### src/sv/bbe_pkg.sv
`timescale 1ns / 1ps

package bbe_pkg;

    localparam int MAX_WIDTH  = 2048;
    localparam int HEIGHT_CAP = 4096;
    localparam int WIDTH_W    = 12;
    localparam int HEIGHT_W   = 13;
    localparam int ROW_W      = 13;
    localparam int COL_W      = $clog2(MAX_WIDTH);
    localparam int CMP_W      = (COL_W + 1 > WIDTH_W) ? COL_W + 1 : WIDTH_W;
    localparam int CFG_IDX_W  = 1;
    localparam int CFG_DATA_W = 13;
    localparam int PIX_W      = 32;

    typedef enum logic [CFG_IDX_W-1:0] {
        REG_IMAGE_WIDTH,
        REG_IMAGE_HEIGHT
    } cfg_reg_t;

    typedef struct packed {
        logic       req_type;
        logic [7:0] red_in;
        logic [7:0] green_in;
        logic [7:0] blue_in;
        logic [7:0] alpha_in;
    } pix_in_t;

    typedef struct packed {
        logic [7:0] red_out;
        logic [7:0] green_out;
        logic [7:0] blue_out;
        logic [7:0] alpha_out;
        logic       frame_last;
    } pix_out_t;

    typedef struct packed {
        logic [COL_W-1:0] col;
        logic             produce;
        logic             has_left;
        logic             has_right;
        logic             has_top;
        logic             has_bot;
        logic             last;
    } pos_t;

endpackage

### src/sv/bbe_mean.sv
`timescale 1ns / 1ps

module bbe_mean (
    input  logic                       clk,
    input  logic                       rst_n,
    input  logic                       advance,
    input  bbe_pkg::pos_t              pos,
    input  logic [bbe_pkg::PIX_W-1:0]  pix,
    input  logic [bbe_pkg::PIX_W-1:0]  above,
    input  logic [bbe_pkg::PIX_W-1:0]  two_above,
    output bbe_pkg::pix_out_t          res
);

    import bbe_pkg::*;

    localparam int DIV_SHIFT = 14;
    localparam int RCP_W     = DIV_SHIFT + 1;

    // reciprocal of the pixel count, scaled by 2^DIV_SHIFT
    function automatic logic [RCP_W-1:0] recip(input logic [3:0] count);
        logic [RCP_W-1:0] r;
        case (count)
            4'd2:    r = RCP_W'(8192);
            4'd3:    r = RCP_W'(5462);
            4'd4:    r = RCP_W'(4096);
            4'd6:    r = RCP_W'(2731);
            4'd9:    r = RCP_W'(1821);
            default: r = RCP_W'(16384);
        endcase
        return r;
    endfunction

    logic [PIX_W-1:0] win0_reg [3];
    logic [PIX_W-1:0] win1_reg [3];
    logic [PIX_W-1:0] fresh [3];

    logic [1:0]            ncols, nrows;
    logic [RCP_W-1:0]      rcp;
    logic [9:0]            cs_l, cs_m, cs_r;
    logic [11:0]           total [3];
    logic [RCP_W+11:0]     prod [3];

    always_comb
    begin
        fresh[0] = two_above;
        fresh[1] = above;
        fresh[2] = pix;
        ncols = 2'd1 + 2'(pos.has_left) + 2'(pos.has_right);
        nrows = 2'd1 + 2'(pos.has_top) + 2'(pos.has_bot);
        rcp   = recip(4'(ncols) * 4'(nrows));
        cs_l  = '0;
        cs_m  = '0;
        cs_r  = '0;
        for (int k = 0; k < 3; k++)
        begin
            cs_l = (pos.has_top ? 10'(win0_reg[0][8*k +: 8]) : 10'd0)
                   + 10'(win0_reg[1][8*k +: 8])
                   + (pos.has_bot ? 10'(win0_reg[2][8*k +: 8]) : 10'd0);
            cs_m = (pos.has_top ? 10'(win1_reg[0][8*k +: 8]) : 10'd0)
                   + 10'(win1_reg[1][8*k +: 8])
                   + (pos.has_bot ? 10'(win1_reg[2][8*k +: 8]) : 10'd0);
            cs_r = (pos.has_top ? 10'(fresh[0][8*k +: 8]) : 10'd0)
                   + 10'(fresh[1][8*k +: 8])
                   + (pos.has_bot ? 10'(fresh[2][8*k +: 8]) : 10'd0);
            total[k] = (pos.has_left ? 12'(cs_l) : 12'd0) + 12'(cs_m)
                       + (pos.has_right ? 12'(cs_r) : 12'd0);
            prod[k]  = (RCP_W+12)'(total[k]) * (RCP_W+12)'(rcp);
        end
        res.red_out    = prod[0][DIV_SHIFT +: 8];
        res.green_out  = prod[1][DIV_SHIFT +: 8];
        res.blue_out   = prod[2][DIV_SHIFT +: 8];
        res.alpha_out  = win1_reg[1][31:24];
        res.frame_last = pos.last;
    end

    always_ff @(posedge clk or negedge rst_n)
    begin
        if (!rst_n)
        begin
            for (int j = 0; j < 3; j++)
            begin
                win0_reg[j] <= '0;
                win1_reg[j] <= '0;
            end
        end
        else if (advance)
        begin
            for (int j = 0; j < 3; j++)
            begin
                win0_reg[j] <= win1_reg[j];
                win1_reg[j] <= fresh[j];
            end
        end
    end

endmodule

### config.mk
export PLATFORM = sky130hd
export DESIGN_NAME = bbe_mean
export DESIGN_NICKNAME = d
export VERILOG_FILES = /design/src/sv/bbe_pkg.sv /design/src/sv/bbe_mean.sv
export SDC_FILE = /design/constraint.sdc
export NUM_CORES = 1
export LEC_CHECK = 0
export ABC_AREA = 1
export BUFFER_PORTS_ARGS = -buffer_cell sky130_fd_sc_hd__buf_4
export CORE_MARGIN = 2
export CORE_UTILIZATION = 65
export DETAILED_ROUTE_END_ITERATION = 10
export PLACE_DENSITY = 0.84
export SLEW_MARGIN = 20
export SYNTH_ARGS = -nofsm -noshare
export SYNTH_HDL_FRONTEND = slang
export SYNTH_SLANG_ARGS = --single-unit
### constraint.sdc
create_clock -name clk -period 13.3 [get_ports clk]
set_clock_uncertainty 0.2 [all_clocks]
set_input_delay 1.33 -clock clk [delete_from_list [all_inputs] [get_ports clk]]
set_output_delay 1.33 -clock clk [all_outputs]
set_load 0.1 [all_outputs]
After elaboration in Yosys (flattened, before gate mapping)
Cells that the tools add are included.

storage, ports and cells
  register bits = 152
  input bits = 116
  output and inout port bits = 33
  logic and storage cells = 68

operators by class
  $add $sub $neg = 28
  $mul = 4
  equality and inequality tests = 5
  multiplexer cells = 25

operators with widths
  cell                 count
  $mux 8               18
  $add 9x8->10         9
  $add 8x8->9          9
  $pmux 15 s5          1
  $mul 12x15->22       3
  $mux 10              6
  $add 11x10->12       3
  $add 10x10->11       3
  $eq 4x2->1 const B   2
  $eq 4x3->1 const B   2
  $add 1x1->2 const A  2
  $add 2x1->2          2
  $eq 4x4->1 const B   1
  $mul 2x2->4          1

Longest topological paths before layout
  depth in word-level cells = 7
  depth in mapped cells = 55
  depth with buffers taken out = 53

Least setup slack after synthesis
OpenSTA, ideal clock, no wires.

  path kind = input port to output port
  start point = input pos[1] (netlist name)
  end point = output res[10] (netlist name)
  arrival time = 11.417 ns
  required time = 11.770 ns
  path slack = 0.353 ns
  cell stages on the path = 43
  cell sequence = clkbuf_1 -> clkbuf_1 -> nand2_1 -> fa_1 -> inv_1 -> ha_1 -> inv_1 -> fa_1 -> o31ai_1 -> nand2_1 -> nand2_1 -> a21oi_1 -> nand2_1 -> nand2_1 -> fa_1 -> inv_1 -> fa_1 -> inv_1 -> [7 not listed] -> nand2_2 -> nand2_1 -> a21oi_2 -> xor2_1 -> nor2_1 -> fa_1 -> fa_1 -> inv_1 -> fa_1 -> fa_1 -> fa_1 -> inv_1 -> ha_1 -> a21o_1 -> o21bai_1 -> a21oi_1 -> nand2_1 -> xor2_1

RTL lines
  what             line            text
  start, declared  bbe_mean.sv:7   input bbe_pkg::pos_t pos,
  end, declared    bbe_mean.sv:11  output bbe_pkg::pix_out_t res

==> results by group <==
STA
  • Pins over their slew limit: 0
  • Worst-margin pin slew: 905 ps
  • Max Clk Rate: 79.6 MHz
  • RSZ-0062 raised after global routing: false
  • Crit path time final: 12560 ps
  • Final Hold Fails: 0
  • Period utilization: 94.5%
  • Setup TNS: 0 ps
  • Max_slew headroom: 39.6%
  • Setup-failing EPs final: 0

Drt
  • Total number of vias: about 21000
  • DRC Markers: 0
  • Total Wirelength: 62600 um
  • Post-DRT Antenna Nets: 0
  • Routed vias/inst: 5.31
  • Wire length per cell: 15.8 um
  • DR top layer: met4
  • First-pass DRT Iterations: 5
  • Wire length on met3: 5420 um
  • Met2 Wirelength: a little under 30000 um
  • 1st-iter DRT viols: 1537
  • Wl on met1: 25300 um

Global route
  • Vias in the first global route: 21495
  • First-pass GRT wire length: 104000 um
  • GRT Total Usage: 31.5%
  • Total gr overflow: 0
  • Initial antenna violation count: 0
  • Largest net degree at the start of global routing: 144

Yosys
  • Library cells used by synthesis: 49
  • #FFs+latches synth: 152
  • Number of synthesized flops with an enable pin: 0
  • Syn Area/Cell: 7.94 um2
  • Cell taking the most area after synthesis: fa_1
  • Post-synthesis cell count: 3344
  • Post-synth net total: around 4200
  • Yosys synthesis warning count: 0
  • Sequential area share after synthesis: between 10 and 15%
  • Yosys top cell area share: 35.1%
  • Top FF cell, synth: dfrtp_1
  • Share of flip-flops with an asynchronous set or reset: 100%
  • Synthesized area: 26600 um2
  • Largest cells by area after synthesis: fa_1 (35%), dfrtp_1 (14%), inv_1 (13%)

Floorplanning
  • Core Region: slightly above 40000 um2
  • DIE WIDTH: 206 um
  • Die area: 42500 um2
  • Starting Density: 65.5%
  • Std cell rows: 74
  • Die Span Y: 206 um
  • I/O Pins: 149

Clocking
  • CTS tree: done
  • Htree depth: 4
  • CTS Buffer Depth: 2
  • Clk_lat worst skew: 450 ps
  • Setup bufs post-CTS: 0
  • Root Buffer: clkbuf_16
  • Clock-pin slew on the worst setup and hold paths: around 60 ps
  • # clock sinks: 152
  • CTS Buf Count: 17

Setup path
  • Crit end category: output pin
  • CP Data Arrival Time: 11030 ps
  • WP data required: roughly 12000 ps
  • Crit-path max cell delay: 540 ps
  • Most used cell along the critical path: nand2_1
  • Critical path class: input pin to output pin
  • Critical Path Fanout Max: 37
  • CP max stage cell: fa_1
  • CP startpoint kind: input pin

Flow run
  • Max cap viols: 0

Finish
  • Nets: 4215
  • Layout Utilization: 70.4%
  • Layout cells sized above 1: 6.37%
  • Antenna Cells: 0
  • Highest-count cells in the layout ignoring fill and taps: inv_1 (929), nand2_1 (634), fa_1 (465)
  • Most common cell after layout, fill and taps aside: inv_1
  • P&R area growth vs syn: 7.49%

Placement
  • Gpl congestion: 0.991
  • Final HPWL DP: 51400 um
  • IO buf count: 118

Min path
  • Min-delay worst type: flop to flop

Run status
  • Status: completed
## what timing repair did
action | 4_1_cts | 5_1_grt
endpoints found under the setup margin | 0 | 4
resized for setup | 0 | 8
hold buffers | 0 | 0
hold endpoints to repair | 0 | 0
## cell type report
cell class | instances | area [um2]
flip-flops and latches | 152 | 3800
clock buffers | 19 | 443
fillers | 3163 | 12000
inverters | 939 | 3520
repair buffers | 128 | 995
well taps | 532 | 666
clock inverters | 13 | 239
multi-input cells | 2169 | 18900
## cells in the mapped netlist (8+ instances only)
| master | instances |
|---|---|
| nand3_1 | 72 |
| nor2_1 | 308 |
| inv_2 | 9 |
| buf_1 | 9 |
| nand3b_1 | 9 |
| fa_1 | 465 |
| dfrtp_1 | 152 |
| ha_1 | 227 |
| nand2_1 | 634 |
| o21ai_0 | 112 |
| a21oi_1 | 179 |
| nor3_1 | 13 |
| xor2_1 | 27 |
| buf_2 | 13 |
| inv_1 | 929 |
| clkbuf_1 | 51 |
| buf_4 | 10 |
| a21o_1 | 8 |
| mux2_2 | 8 |
| nand4_1 | 17 |
## kinds of logic after synthesis
group           share of synthesized area, %
simple gates                            16.7
flops                                   14.3
compound gates                          6.91
fa+ha+maj                               45.8
xor+xnor                                1.24
mux                                    0.339
buf+inv                                 14.7
## layer usage
layer / global-route usage (%) / up-vias
met5: 0 / -
met4: 11.6 / 0
met3: 7.76 / 146
met2: 51.5 / 815
met1: 41.1 / 10066
li1: - / 9941
## critical path, delay by kind of cell
kind                       cells  cell delay (ps)
buffers and inverters          9             1160
adders and majority gates     12             5220
AOI/OAI and AO/OA              5              810
and+or+nand+nor               19             2500
## path summary, 6_finish.rpt
check	slack [ps]	depth (start not counted)	from	endpoint
setup / recovery	740	45	pos[1]	res[24]
hold / removal	310	1	res[5]$_DFFE_PN0P_	res[5]$_DFFE_PN0P_
setup reg to reg	12330	2	win1_reg[49]$_DFFE_PN0P_	win1_reg[49]$_DFFE_PN0P_
hold reg to reg	310	1	res[5]$_DFFE_PN0P_	res[5]$_DFFE_PN0P_
max in group asynchronous	10820	2	rst_n	win0_reg[42]$_DFFE_PN0P_
min in group asynchronous	780	1	rst_n	res[5]$_DFFE_PN0P_
## per-stage QoR
step                cells  setup WS, ps  instance area [um2]  hold slack [ps]
floorplan            3344           353                26600              282
global placement     3920           667                27800              291
detailed placement   3920           544                27800              298
CTS                  3952           488                28500              312
global route         3952          18.3                28500              327
finish               3952           737                28500              312
Power is not shown: default switching activity piles up to over one toggle a cycle in this logic, so the estimate is an artifact.
