[config.mk]
export PLATFORM = sky130hd
export DESIGN_NAME = bbe_pos
export DESIGN_NICKNAME = d
export VERILOG_FILES = /design/src/sv/bbe_pkg.sv /design/src/sv/bbe_pos.sv
export SDC_FILE = /design/constraint.sdc
export NUM_CORES = 1
export LEC_CHECK = 0
export BUFFER_PORTS_ARGS = -buffer_cell sky130_fd_sc_hd__buf_2
export CAP_MARGIN = 10
export CORE_MARGIN = 8
export CORE_UTILIZATION = 41
export CTS_CLUSTER_SIZE = 28
export DETAILED_ROUTE_END_ITERATION = 7
export GPL_TIMING_DRIVEN = 0
export MAX_ROUTING_LAYER = met4
export PLACE_DENSITY = 0.68
export SYNTH_ARGS = -nofsm -noshare
export SYNTH_HDL_FRONTEND = slang
export SYNTH_SLANG_ARGS = --single-unit
export TNS_END_PERCENT = 1
[constraint.sdc]
create_clock -name clk -period 13 [get_ports clk]
set_input_delay 2.6 -clock clk [delete_from_list [all_inputs] [get_ports clk]]
set_output_delay 2.6 -clock clk [all_outputs]
set_load 0.05 [all_outputs]
[src/sv/bbe_pkg.sv]
`timescale 1ns / 1ps

package bbe_pkg;

    localparam int MAX_WIDTH  = 2048;
    localparam int HEIGHT_CAP = 4096;
    localparam int WIDTH_W    = 12;
    localparam int HEIGHT_W   = 13;
    localparam int ROW_W      = 13;
    localparam int COL_W      = $clog2(MAX_WIDTH);
    localparam int CMP_W      = (COL_W + 1 > WIDTH_W) ? COL_W + 1 : WIDTH_W;
    localparam int CFG_IDX_W  = 1;
    localparam int CFG_DATA_W = 13;
    localparam int PIX_W      = 32;

    typedef enum logic [CFG_IDX_W-1:0] {
        REG_IMAGE_WIDTH,
        REG_IMAGE_HEIGHT
    } cfg_reg_t;

    typedef struct packed {
        logic       req_type;
        logic [7:0] red_in;
        logic [7:0] green_in;
        logic [7:0] blue_in;
        logic [7:0] alpha_in;
    } pix_in_t;

    typedef struct packed {
        logic [7:0] red_out;
        logic [7:0] green_out;
        logic [7:0] blue_out;
        logic [7:0] alpha_out;
        logic       frame_last;
    } pix_out_t;

    typedef struct packed {
        logic [COL_W-1:0] col;
        logic             produce;
        logic             has_left;
        logic             has_right;
        logic             has_top;
        logic             has_bot;
        logic             last;
    } pos_t;

endpackage

[src/sv/bbe_pos.sv]
`timescale 1ns / 1ps

module bbe_pos (
    input  logic                            clk,
    input  logic                            rst_n,
    input  logic                            cfg_wr_en,
    input  logic [bbe_pkg::CFG_IDX_W-1:0]   cfg_index,
    input  logic [bbe_pkg::CFG_DATA_W-1:0]  cfg_data,
    input  logic                            accept,
    output bbe_pkg::pos_t                   pos
);

    import bbe_pkg::*;

    logic [WIDTH_W-1:0]  w_reg, w_next;
    logic [HEIGHT_W-1:0] h_reg, h_next;
    logic [COL_W-1:0]    col_reg, col_next;
    logic [ROW_W-1:0]    row_reg, row_next;

    logic [COL_W-1:0]    c;
    logic                c_nz;
    logic                wrap;
    logic [WIDTH_W-1:0]  wdat;
    logic [HEIGHT_W-1:0] hdat;

    always_comb
    begin
        c    = (CMP_W'(col_reg) >= CMP_W'(w_reg)) ? '0 : col_reg;
        c_nz = (c != '0);
        wrap = (CMP_W'(c) + CMP_W'(1)) >= CMP_W'(w_reg);

        pos.col       = c;
        pos.produce   = (row_reg >= ROW_W'(2)) || ((row_reg == ROW_W'(1)) && c_nz);
        pos.has_left  = (CMP_W'(c) >= CMP_W'(2)) || (!c_nz && (w_reg > WIDTH_W'(1)));
        pos.has_right = c_nz;
        pos.has_top   = c_nz ? (row_reg >= ROW_W'(2)) : (row_reg >= ROW_W'(3));
        pos.has_bot   = c_nz ? (row_reg < ROW_W'(h_reg)) : (row_reg <= ROW_W'(h_reg));
        pos.last      = !c_nz
                        && ((ROW_W+1)'(row_reg) == ((ROW_W+1)'(h_reg) + (ROW_W+1)'(1)));
    end

    always_comb
    begin
        wdat   = cfg_data[WIDTH_W-1:0];
        hdat   = cfg_data[HEIGHT_W-1:0];
        w_next = w_reg;
        h_next = h_reg;
        col_next = col_reg;
        row_next = row_reg;
        if (cfg_wr_en)
        begin
            unique case (cfg_reg_t'(cfg_index))
                REG_IMAGE_WIDTH:
                begin
                    if (wdat == '0)
                        w_next = WIDTH_W'(1);
                    else if (CMP_W'(wdat) > CMP_W'(MAX_WIDTH))
                        w_next = WIDTH_W'(MAX_WIDTH);
                    else
                        w_next = wdat;
                end
                REG_IMAGE_HEIGHT:
                begin
                    if (hdat == '0)
                        h_next = HEIGHT_W'(1);
                    else if (hdat > HEIGHT_W'(HEIGHT_CAP))
                        h_next = HEIGHT_W'(HEIGHT_CAP);
                    else
                        h_next = hdat;
                end
                default:
                begin
                    w_next = w_reg;
                end
            endcase
            col_next = '0;
            row_next = '0;
        end
        else if (accept)
        begin
            if (pos.last)
            begin
                col_next = '0;
                row_next = '0;
            end
            else if (wrap)
            begin
                col_next = '0;
                row_next = row_reg + ROW_W'(1);
            end
            else
            begin
                col_next = c + COL_W'(1);
                row_next = row_reg;
            end
        end
    end

    always_ff @(posedge clk or negedge rst_n)
    begin
        if (!rst_n)
        begin
            w_reg   <= WIDTH_W'(640);
            h_reg   <= HEIGHT_W'(480);
            col_reg <= '0;
            row_reg <= '0;
        end
        else
        begin
            w_reg   <= w_next;
            h_reg   <= h_next;
            col_reg <= col_next;
            row_reg <= row_next;
        end
    end

endmodule

## Word level (Yosys, flattened, before mapping)

Index checks and enable logic that the tools add are counted.

| cells by class | value |
|---|---|
| equal/unequal tests | 2 |
| bitwise gates (word level) | 1 |
| add/subtract/negate cells | 4 |
| reductions and logical operators | 14 |
| multiplexer cells | 15 |
| magnitude comparators | 10 |

Operators with widths:

| kind | count |
|---|---|
| 2-to-1 mux 13 bit | 6 |
| 2-to-1 mux 11 bit | 5 |
| greater-or-equal comparator 13 x 2 -> 1 bit (second input constant) | 2 |
| 2-to-1 mux 12 bit | 2 |
| adder 13 x 1 -> 14 bit (second input constant) | 1 |
| equality test 13 x 14 -> 1 bit | 1 |
| adder 13 x 1 -> 13 bit (second input constant) | 1 |
| equality test 13 x 1 -> 1 bit (second input constant) | 1 |
| > comparator 13 bit (second input constant) | 1 |
| less-or-equal comparator 13 bit | 1 |
| logical NOT 13 bit | 1 |
| < comparator 13 bit | 1 |
| adder 11 x 1 -> 12 bit (second input constant) | 1 |
| greater-or-equal comparator 11 x 12 -> 1 bit | 1 |
| greater-or-equal comparator 12 bit | 1 |
| > comparator 12 x 1 -> 1 bit (second input constant) | 1 |
| > comparator 12 bit (second input constant) | 1 |
| logical NOT 12 bit | 1 |
| adder 11 x 1 -> 11 bit (second input constant) | 1 |
| greater-or-equal comparator 11 x 2 -> 1 bit (second input constant) | 1 |
| nonzero test 11 bit | 1 |
| AND reduction 2 bit | 3 |
| logical AND 1 bit | 3 |
| nonzero test 3 bit | 1 |
| 5 further kinds | 7 |

| storage, ports and cells | value |
|---|---|
| output and inout bits | 17 |
| register bits after elaboration | 49 |

## Logic depth before layout (Yosys ltp)

Gate-level depths: netlist of the first run.

| logic depth | value |
|---|---|
| depth in word-level cells | 8 |
| depth in mapped cells | 25 |
| gate-level depth less buffers | 22 |

## Worst setup path after synthesis of the first run

OpenSTA, ideal clock, no wires.

| timing | value |
|---|---|
| path kind | register -> output |
| start point | register col_reg[0] |
| end point | output pos[2] (netlist bit) |
| required time | 10400 ps |
| path slack | 7174 ps |
| data arrival time | 3226 ps |
| stages on the path, launching flop included | 13 |
| path through | dfrtp_1 -> inv_1 -> ha_1 -> nand2b_1 -> a2111oi_0 -> o22a_1 -> clkbuf_1 -> and3_1 -> inv_1 -> ha_1 -> o21ai_1 -> or3_1 -> o2111ai_1 |

RTL lines:

| item | line | source |
|---|---|---|
| from (decl) | bbe_pos.sv:17 | `logic [COL_W-1:0] col_reg, col_next;` |
| from (signal assigned) | bbe_pos.sv:112 | `col_reg <= col_next;` |
| to (decl) | bbe_pos.sv:10 | `output bbe_pkg::pos_t pos` |

==> results of run 1 <==
==> layout make-up <==
cell class,count,area (sq um)
Sequential cell,49,1230
Tap cell,133,166
Fill cell,961,5190
Timing Repair Buffer,35,190
Buffer,28,130
Multi-Input combinational cell,362,2540
Inverter,38,143
Clock inverter,3,28.8
Clock buffer,5,68.8
==> worst register-to-register path, stage by stage, from the launching register on <==
cell                        delay, ns
sky130_fd_sc_hd__dfrtp_1         0.45
sky130_fd_sc_hd__inv_1           0.07
sky130_fd_sc_hd__ha_1            0.26
sky130_fd_sc_hd__nand2b_1        0.14
sky130_fd_sc_hd__a2111oi_0       0.42
sky130_fd_sc_hd__o22a_1          0.26
sky130_fd_sc_hd__clkbuf_1        0.28
sky130_fd_sc_hd__and2_1          0.17
sky130_fd_sc_hd__nand2_1         0.11
sky130_fd_sc_hd__inv_1           0.16
sky130_fd_sc_hd__ha_1            0.21
sky130_fd_sc_hd__nand3_1         0.16
sky130_fd_sc_hd__nor2_1          0.22
sky130_fd_sc_hd__nand3_1         0.12
sky130_fd_sc_hd__xor2_1          0.14
sky130_fd_sc_hd__nor2_1          0.08
sky130_fd_sc_hd__ha_1            0.29
sky130_fd_sc_hd__nand2_1         0.08
sky130_fd_sc_hd__or4_1           0.49
sky130_fd_sc_hd__o221a_2         0.35
sky130_fd_sc_hd__or2_1           0.23
sky130_fd_sc_hd__buf_6           0.13
sky130_fd_sc_hd__buf_6           0.13
sky130_fd_sc_hd__nor4_1          0.25
sky130_fd_sc_hd__nand2_1         0.09
sky130_fd_sc_hd__a31oi_1         0.19
==> cells in the mapped netlist, drive strengths merged (4+ instances only) <==
cell type,number
and3,14
nor3,7
nor2,27
nand2b,10
or4,4
buf,6
o31a,4
o211ai,11
xnor2,15
o21a,5
nor4,17
nand2,46
clkbuf,22
nand3,27
xor2,10
a22o,17
dfrtp,43
o21ai,18
nand4,12
dfstp,6
a21oi,25
inv,37
ha,43
a31oi,7
==> routing by layer <==
metal  global-route usage (%)  vias to the layer above
met4                     5.52                        0
met3                     2.42                       17
met1                     23.9                     1767
li1                         -                     1828
met2                     26.2                       91
met5                        -                        -
==> placed cells by master, fill, tap and decap left out, drive strengths merged, types with 2 or more instances in the layout <==
cell type  netlist  routed
a2111oi          3       3
a211oi           3       3
a21o             2       2
a21oi           25      25
a22o            17      17
a31oi            7       7
and3            14      14
and4             3       3
buf              6      41
clkbuf          22      27
clkinv           1       2
dfrtp           43      43
dfstp            6       6
ha              43      43
inv             37      39
mux2             3       3
nand2           46      46
nand2b          10      10
nand3           27      27
nand4           12      12
nor2            27      27
nor2b            3       3
nor3             7       7
nor4            17      17
o2111ai          2       2
o211ai          11      11
o21a             5       5
o21ai           18      18
o311ai           3       3
o31a             4       4
or2              2       2
or3              3       3
or4              4       4
xnor2           15      15
xor2            10      10
==> worst paths after layout <==
path	from	end	slack (ns)	depth (start not counted)
worst max-delay path	w_reg[9]	pos[0]	6.66	15
worst min-delay path	w_reg[9]	w_reg[9]	0.52	2
worst max register to register	col_reg[0]	row_reg[8]	7.43	25
worst min register to register	w_reg[9]	w_reg[9]	0.52	2
max in group asynchronous	rst_n	h_reg[6]	10.13	2
min in group asynchronous	rst_n	row_reg[11]	2.25	1
==> cells by family after synthesis <==
kind of cell | Yosys count | synth area share, %
buffers and inverters | 66 | 6.75
multiplexers | 4 | 1.08
AO/OA/AOI/OAI | 109 | 18.9
XOR/XNOR | 25 | 5.42
flip-flops | 49 | 30.5
AND/OR/NAND/NOR | 180 | 23.8
adder cells (fa/ha/maj) | 44 | 13.6
==> stage by stage <==
stage	hold WS, ns	cell area, sq um	total power [mW]
after floorplan	0.464	4040	0.245
after global placement	0.493	4380	0.274
after detailed placement	0.502	4380	0.277
after CTS	0.520	4480	0.380
after global routing	0.535	4500	0.401
final	0.515	4500	0.379
==> power groups by stage <==
stage / clock network, mW / logic, mW / registers, mW
after floorplan: 0 / 0.0701 / 0.174
after global placement: 0 / 0.0942 / 0.180
after detailed placement: 0 / 0.0977 / 0.180
after CTS: 0.104 / 0.0984 / 0.177
after global routing: 0.113 / 0.110 / 0.179
final: 0.102 / 0.0991 / 0.177
==> results.sh, run 1 <==
export IMPL_status="complete, no violations"
export IMPL_total_track_usage_pct=17.5
export IMPL_share_of_final_layout_standard_cells_stronger_than_drive_strength_1_pct=13.1
export IMPL_static_leakage_power_nw=1.97
export IMPL_worst_setup_path_start_kind="flop"
export IMPL_antenna_violating_nets_post_route=0
export IMPL_fin_tns_setup_ns=0
export IMPL_asyncSetResetFlopFracSynth_pct=100
export IMPL_clk_latency_ns=0.31
export IMPL_worst_ir_drop_vdd_v=0.0000562
export IMPL_design_portCount=35
export IMPL_place_detailed_instances=644
export IMPL_skew_ns=0.0103
export IMPL_dp_final_hpwl_mm=8.66
export IMPL_grt_first_pass_wirelength_mm=18.2
export IMPL_drv_max_cap_violation_count=0
export IMPL_grt_antenna_before_repair=0
export IMPL_cts_hold_buf=0
export IMPL_finalWorstPathRequiredPeriod_ns=6.34
export IMPL_synth_area_leaders="sky130_fd_sc_hd__dfrtp_1 27%, sky130_fd_sc_hd__ha_1 13%, sky130_fd_sc_hd__nand2_1 4.3%"
export IMPL_part_of_the_cycle_the_worst_path_needs_pct=48.8
export IMPL_pwr_share_seq_pct=46.8
export IMPL_synth_area_per_cell_sq_um=8.48
export IMPL_die_area_sq_um=13300
export IMPL_hold_path_class="reg -> reg"
export IMPL_vias_per_cell=5.67
export IMPL_total_switching_power_mw=0.137
export IMPL_crit_path_top_delay_cell="sky130_fd_sc_hd__dfstp_2"
export IMPL_netlist_area_sq_um=4040
export IMPL_worst_path_dominant_cell_family="compound AO/OA/AOI/OAI gates"
export IMPL_floorplan_die_width_um=115
export IMPL_slew_headroom_pct=48.5
export IMPL_ys_warn_count=0
export IMPL_postSynthCellCount=477
export IMPL_power_density_nw_per_um2=84.2
export IMPL_instances_no_fill=653
export IMPL_overflow=0
export IMPL_max_clock_path_buffers=2
export IMPL_sequential_share_of_the_synthesized_area_pct=30.5
export IMPL_wire_per_inst_um=17.0
export IMPL_grt_pass1_vias=3572
export IMPL_cts_htree_levels=2
export IMPL_floorplan_initialDensity_pct=41.7
export IMPL_postLayoutCoreUtil_pct=46.4
export IMPL_fraction_of_power_consumed_by_combinational_cells_pct=26.2
export IMPL_library_cells_used_by_synthesis=63
export IMPL_placement_setup_worst_slack_ns=7.04
export IMPL_first_pass_iters=4
export IMPL_power_switching_fraction_pct=36.2
export IMPL_core_sq_um=9680
export IMPL_post_synth_top_area_cell="sky130_fd_sc_hd__dfrtp_1"
export IMPL_grt_max_degree=50
export IMPL_clock_sinks=49
export IMPL_routed_wl_mm=11.1
export IMPL_internal_power_mw=0.241
export IMPL_fmaxAchievable_mhz=158
export IMPL_worst_setup_path_end_kind="output pin"
export IMPL_clock_tree_root_cell="sky130_fd_sc_hd__clkbuf_8"
export IMPL_actual_transition_at_the_worst_max_transition_pin_ns=0.765
export IMPL_met2WireLength_mm=5.10
export IMPL_rsz_0062_raised_after_global_routing="false"
export IMPL_worst_ep_arrival_time_ns=3.74
export IMPL_slew_violations=0
export IMPL_yosys_register_bits=49
export IMPL_critical_path_cell_chain="inv_1 > ha_1 > and4b_1 > o211ai_1 > o22a_1 > clkbuf_1 > and2_1 > nand2_1 > ha_1 > inv_1 > a2111oi_0 > o2111ai_1 > buf_2 > inv_2 > buf_2"
export IMPL_vias=3703
export IMPL_worst_setup_path_type="reg -> out"
export IMPL_placement_io_buffers=34
export IMPL_synth_edff_count=0
export IMPL_net_count_after_synthesis=538
export IMPL_worstPathMaxFanout=10
export IMPL_cts_tree="built"
export IMPL_final_setup_worst_slack_ns=6.66
export IMPL_critical_path_n_buffers_inverters=6
export IMPL_fin_nets=580
export IMPL_hold_viol_final=0
export IMPL_finalSetupViolCount=0
export IMPL_row_count=36
export IMPL_power_share_clock_pct=27.1
export IMPL_routabilityCongestion=0.913
export IMPL_drt_met1_wl_mm=5.34
export IMPL_drt_iter0_markers=186
export IMPL_antenna_cells=0
export IMPL_cts_buffers_inserted=5
export IMPL_ys_flop_type="sky130_fd_sc_hd__dfrtp_1"
export IMPL_clk_pin_slew_worst_paths_ns=0.11
export IMPL_drc_errors=0
export IMPL_flow_area_growth_from_synthesis_pct=11.2
export IMPL_die_y_um=115
export IMPL_met3_wirelength_um=474
export IMPL_cts_setup_buffers=0
export IMPL_post_cts_resize_count=0
export IMPL_critical_path_max_stage_delay_ns=0.58
export IMPL_cp_required_ns=10.40
export IMPL_share_of_yosys_cell_area_claimed_by_the_top_area_cell_type_pct=26.6
export IMPL_top_layer="met4"
Power figures use the tool's default switching activity.
==> run 2: changes to the inputs <==
ABC_AREA = 1   (was default)
PLACE_DENSITY = 0.71   (was 0.68)
clock period = 5.4 ns   (was 13 ns; I/O delays follow)
==> run 2 against run 1 <==
Sequential power increased by 140%; power increased to 3.0 times the previous value; first-iteration DRC count increased by 3.8%; design area increased by 3.0%; non-clock buffer count decreased by 17; hold slack improved by 0.055 ns; register-to-register slack got worse by 6.6 ns; largest power group is now combinational logic.
==> results.sh, run 2 <==
export IMPL_clk_latency_ns=0.31
export IMPL_timing_reg2reg_setup_slack_ns=0.85
export IMPL_critical_path_max_stage_delay_ns=0.53
export IMPL_cp_required_ns=4.32
export IMPL_netlist_area_sq_um=4160
export IMPL_slew_headroom_pct=62.3
export IMPL_multi_input_area_sq_um=2480
export IMPL_vias=4109
export IMPL_dp_final_hpwl_mm=9.27
export IMPL_total_track_usage_pct=18.5
export IMPL_rsz_0062_raised_after_global_routing="false"
export IMPL_postLayoutCoreUtil_pct=47.2
export IMPL_max_clock_path_buffers=2
export IMPL_drv_max_cap_violation_count=0
export IMPL_ys_flop_type="sky130_fd_sc_hd__dfrtp_1"
export IMPL_core_sq_um=9820
export IMPL_skew_ns=0.0123
export IMPL_crit_path_top_delay_cell="sky130_fd_sc_hd__dfstp_2"
export IMPL_flow_area_growth_from_synthesis_pct=11.4
export IMPL_synth_edff_count=0
export IMPL_netlist_top_cells_count="156 x sky130_fd_sc_hd__nand2_1, 99 x sky130_fd_sc_hd__inv_1, 62 x sky130_fd_sc_hd__nor2_1"
export IMPL_cts_htree_levels=2
export IMPL_fmaxAchievable_mhz=213
export IMPL_ys_warn_count=0
export IMPL_die_area_sq_um=13600
export IMPL_floorplan_die_width_um=117
export IMPL_placement_io_buffers=34
export IMPL_cts_setup_buffers=0
export IMPL_asyncSetResetFlopFracSynth_pct=100
export IMPL_grt_first_pass_wirelength_mm=19.6
export IMPL_most_common_library_cell_in_the_layout_ignoring_fill_and_taps="sky130_fd_sc_hd__nand2_1"
export IMPL_area_sequential_sq_um=1230
export IMPL_worst_ep_arrival_time_ns=3.61
export IMPL_worst_ir_drop_vdd_v=0.000159
export IMPL_antenna_cells=0
export IMPL_library_cells_used_by_synthesis=34
export IMPL_worst_path_dominant_cell_family="simple AND/OR/NAND/NOR gates"
export IMPL_worstPathMaxFanout=8
export IMPL_yosys_register_bits=49
export IMPL_grt_max_degree=50
export IMPL_status="complete, no violations"
export IMPL_overflow=0
export IMPL_sequential_share_of_the_synthesized_area_pct=29.7
export IMPL_cts_buffers_inserted=5
export IMPL_clock_sinks=49
export IMPL_drc_errors=0
export IMPL_actual_transition_at_the_worst_max_transition_pin_ns=0.564
export IMPL_final_cell_mix="156 x sky130_fd_sc_hd__nand2_1, 99 x sky130_fd_sc_hd__inv_1, 62 x sky130_fd_sc_hd__nor2_1"
export IMPL_routed_wl_mm=11.5
export IMPL_critical_path_cell_chain="inv_1 > ha_1 > nand2_1 > nand2_1 > nand2_1 > nand2_1 > a21oi_4 > nand2_4 > nor2_1 > inv_1 > ha_1 > nand3_1 > nor2_2 > inv_1 > nand2_1 > nand2_1 > buf_2"
export IMPL_net_count_after_synthesis=667
export IMPL_routabilityCongestion=0.942
export IMPL_vias_per_cell=5.25
export IMPL_finalWorstPathRequiredPeriod_ns=4.69
export IMPL_design_portCount=35
export IMPL_grt_antenna_before_repair=0
export IMPL_worst_setup_path_end_kind="output pin"
export IMPL_post_synth_top_area_cell="sky130_fd_sc_hd__dfrtp_1"
export IMPL_synth_area_leaders="sky130_fd_sc_hd__dfrtp_1 26%, sky130_fd_sc_hd__nand2_1 14%, sky130_fd_sc_hd__ha_1 13%"
export IMPL_postSynthCellCount=606
export IMPL_finalSetupViolCount=0
export IMPL_wire_per_inst_um=14.7
export IMPL_grt_pass1_vias=4087
export IMPL_synth_area_per_cell_sq_um=6.87
export IMPL_worst_setup_path_type="reg -> out"
export IMPL_die_y_um=117
export IMPL_hold_path_class="reg -> reg"
export IMPL_share_of_yosys_cell_area_claimed_by_the_top_area_cell_type_pct=25.9
export IMPL_hold_viol_final=0
export IMPL_floorplan_initialDensity_pct=42.4
export IMPL_share_of_final_layout_standard_cells_stronger_than_drive_strength_1_pct=11.6
export IMPL_n_fill_cell=1062
export IMPL_post_cts_resize_count=0
export IMPL_clock_tree_root_cell="sky130_fd_sc_hd__clkbuf_8"
export IMPL_cts_tree="built"
export IMPL_fin_tns_setup_ns=0
export IMPL_antenna_violating_nets_post_route=0
export IMPL_drt_iter0_markers=193
export IMPL_slew_violations=0
export IMPL_fin_nets=709
export IMPL_power_density_nw_per_um2=246
export IMPL_static_leakage_power_nw=2.43
export IMPL_cts_hold_buf=0
export IMPL_synthMostInstantiatedCell="sky130_fd_sc_hd__nand2_1"
export IMPL_worst_setup_path_start_kind="flop"
export IMPL_clk_pin_slew_worst_paths_ns=0.10
export IMPL_row_count=36
export IMPL_part_of_the_cycle_the_worst_path_needs_pct=86.8
export IMPL_critical_path_most_common_cell="sky130_fd_sc_hd__nand2_1"
export IMPL_first_pass_iters=4
export IMPL_critical_path_n_buffers_inverters=4
[run 2: changes by cell type after synthesis, moves of 8 or more]
cell	previous run	this run
sky130_fd_sc_hd__a21oi_1	24	16
sky130_fd_sc_hd__a22o_1	17	0
sky130_fd_sc_hd__and3_1	14	0
sky130_fd_sc_hd__clkbuf_1	22	5
sky130_fd_sc_hd__inv_1	36	99
sky130_fd_sc_hd__nand2_1	46	156
sky130_fd_sc_hd__nand2b_1	10	0
sky130_fd_sc_hd__nand3_1	25	53
sky130_fd_sc_hd__nor2_1	27	62
sky130_fd_sc_hd__nor4_1	17	5
sky130_fd_sc_hd__o22ai_1	0	24
sky130_fd_sc_hd__xnor2_1	15	4
[run 2: report_power, final]
part / switching, mW / total (mW) / internal, mW / leakage, nW
registers: 0.0284 / 0.428 / 0.400 / 0.637
logic: 0.297 / 0.429 / 0.132 / 1.73
clock network: 0.139 / 0.281 / 0.142 / 0.0591
[run 2: cells by family (layout without fill, tap and decap cells)]
group,after synthesis,in the layout,share of synthesized area (%)
AND/OR/NAND/NOR,317,317,33.6
buffers and inverters,114,157,10.7
AO/OA/AOI/OAI,67,67,9.71
flip-flops,49,49,29.7
adder cells (fa/ha/maj),43,43,12.9
XOR/XNOR,16,16,3.37
[run 2: area by class of cell]
type | count | area share (%)
Clock buffer | 5 | 1.49
Inverter | 103 | 8.34
Buffer | 11 | 1.27
Sequential cell | 49 | 26.6
Clock inverter | 3 | 1.03
Multi-Input combinational cell | 443 | 53.6
Tap cell | 133 | 3.59
Timing Repair Buffer | 35 | 4.10
[run 2: metal layers]
layer  global-route usage [%]  up-vias  wire [um]
met5                        -        -          0
met4                     5.89        0        185
met3                     2.02       18        407
met2                     30.7       94       5700
met1                     23.0     1944       5210
li1                         -     2053          -
[run 2: metrics by stage]
stage	area [sq um]	total power, mW	instances	setup WS, ns	hold slack [ns]
4_1_cts	4610	1.14	781	0.675	0.566
5_1_grt	4630	1.21	782	0.398	0.583
3_3_place_gp	4500	0.847	773	0.949	0.541
6_report	4630	1.14	782	0.711	0.570
3_5_place_dp	4500	0.862	773	0.877	0.541
2_1_floorplan	4160	0.739	606	0.262	0.475
[run 2: worst min-delay path, delay by kind of cell, from the launching register on]
family           cells  cell delay (ns)
and+or+nand+nor      2             0.13
DFF                  1             0.42
[run 2: worst paths after layout]
check / cells past startpoint / start / to
min in group asynchronous: 1 / rst_n / row_reg[4]
max: 17 / w_reg[9] / pos[5]
max in group asynchronous: 2 / rst_n / h_reg[8]
max reg2reg: 26 / w_reg[9] / row_reg[12]
min: 2 / col_reg[8] / col_reg[8]
min reg2reg: 2 / col_reg[8] / col_reg[8]
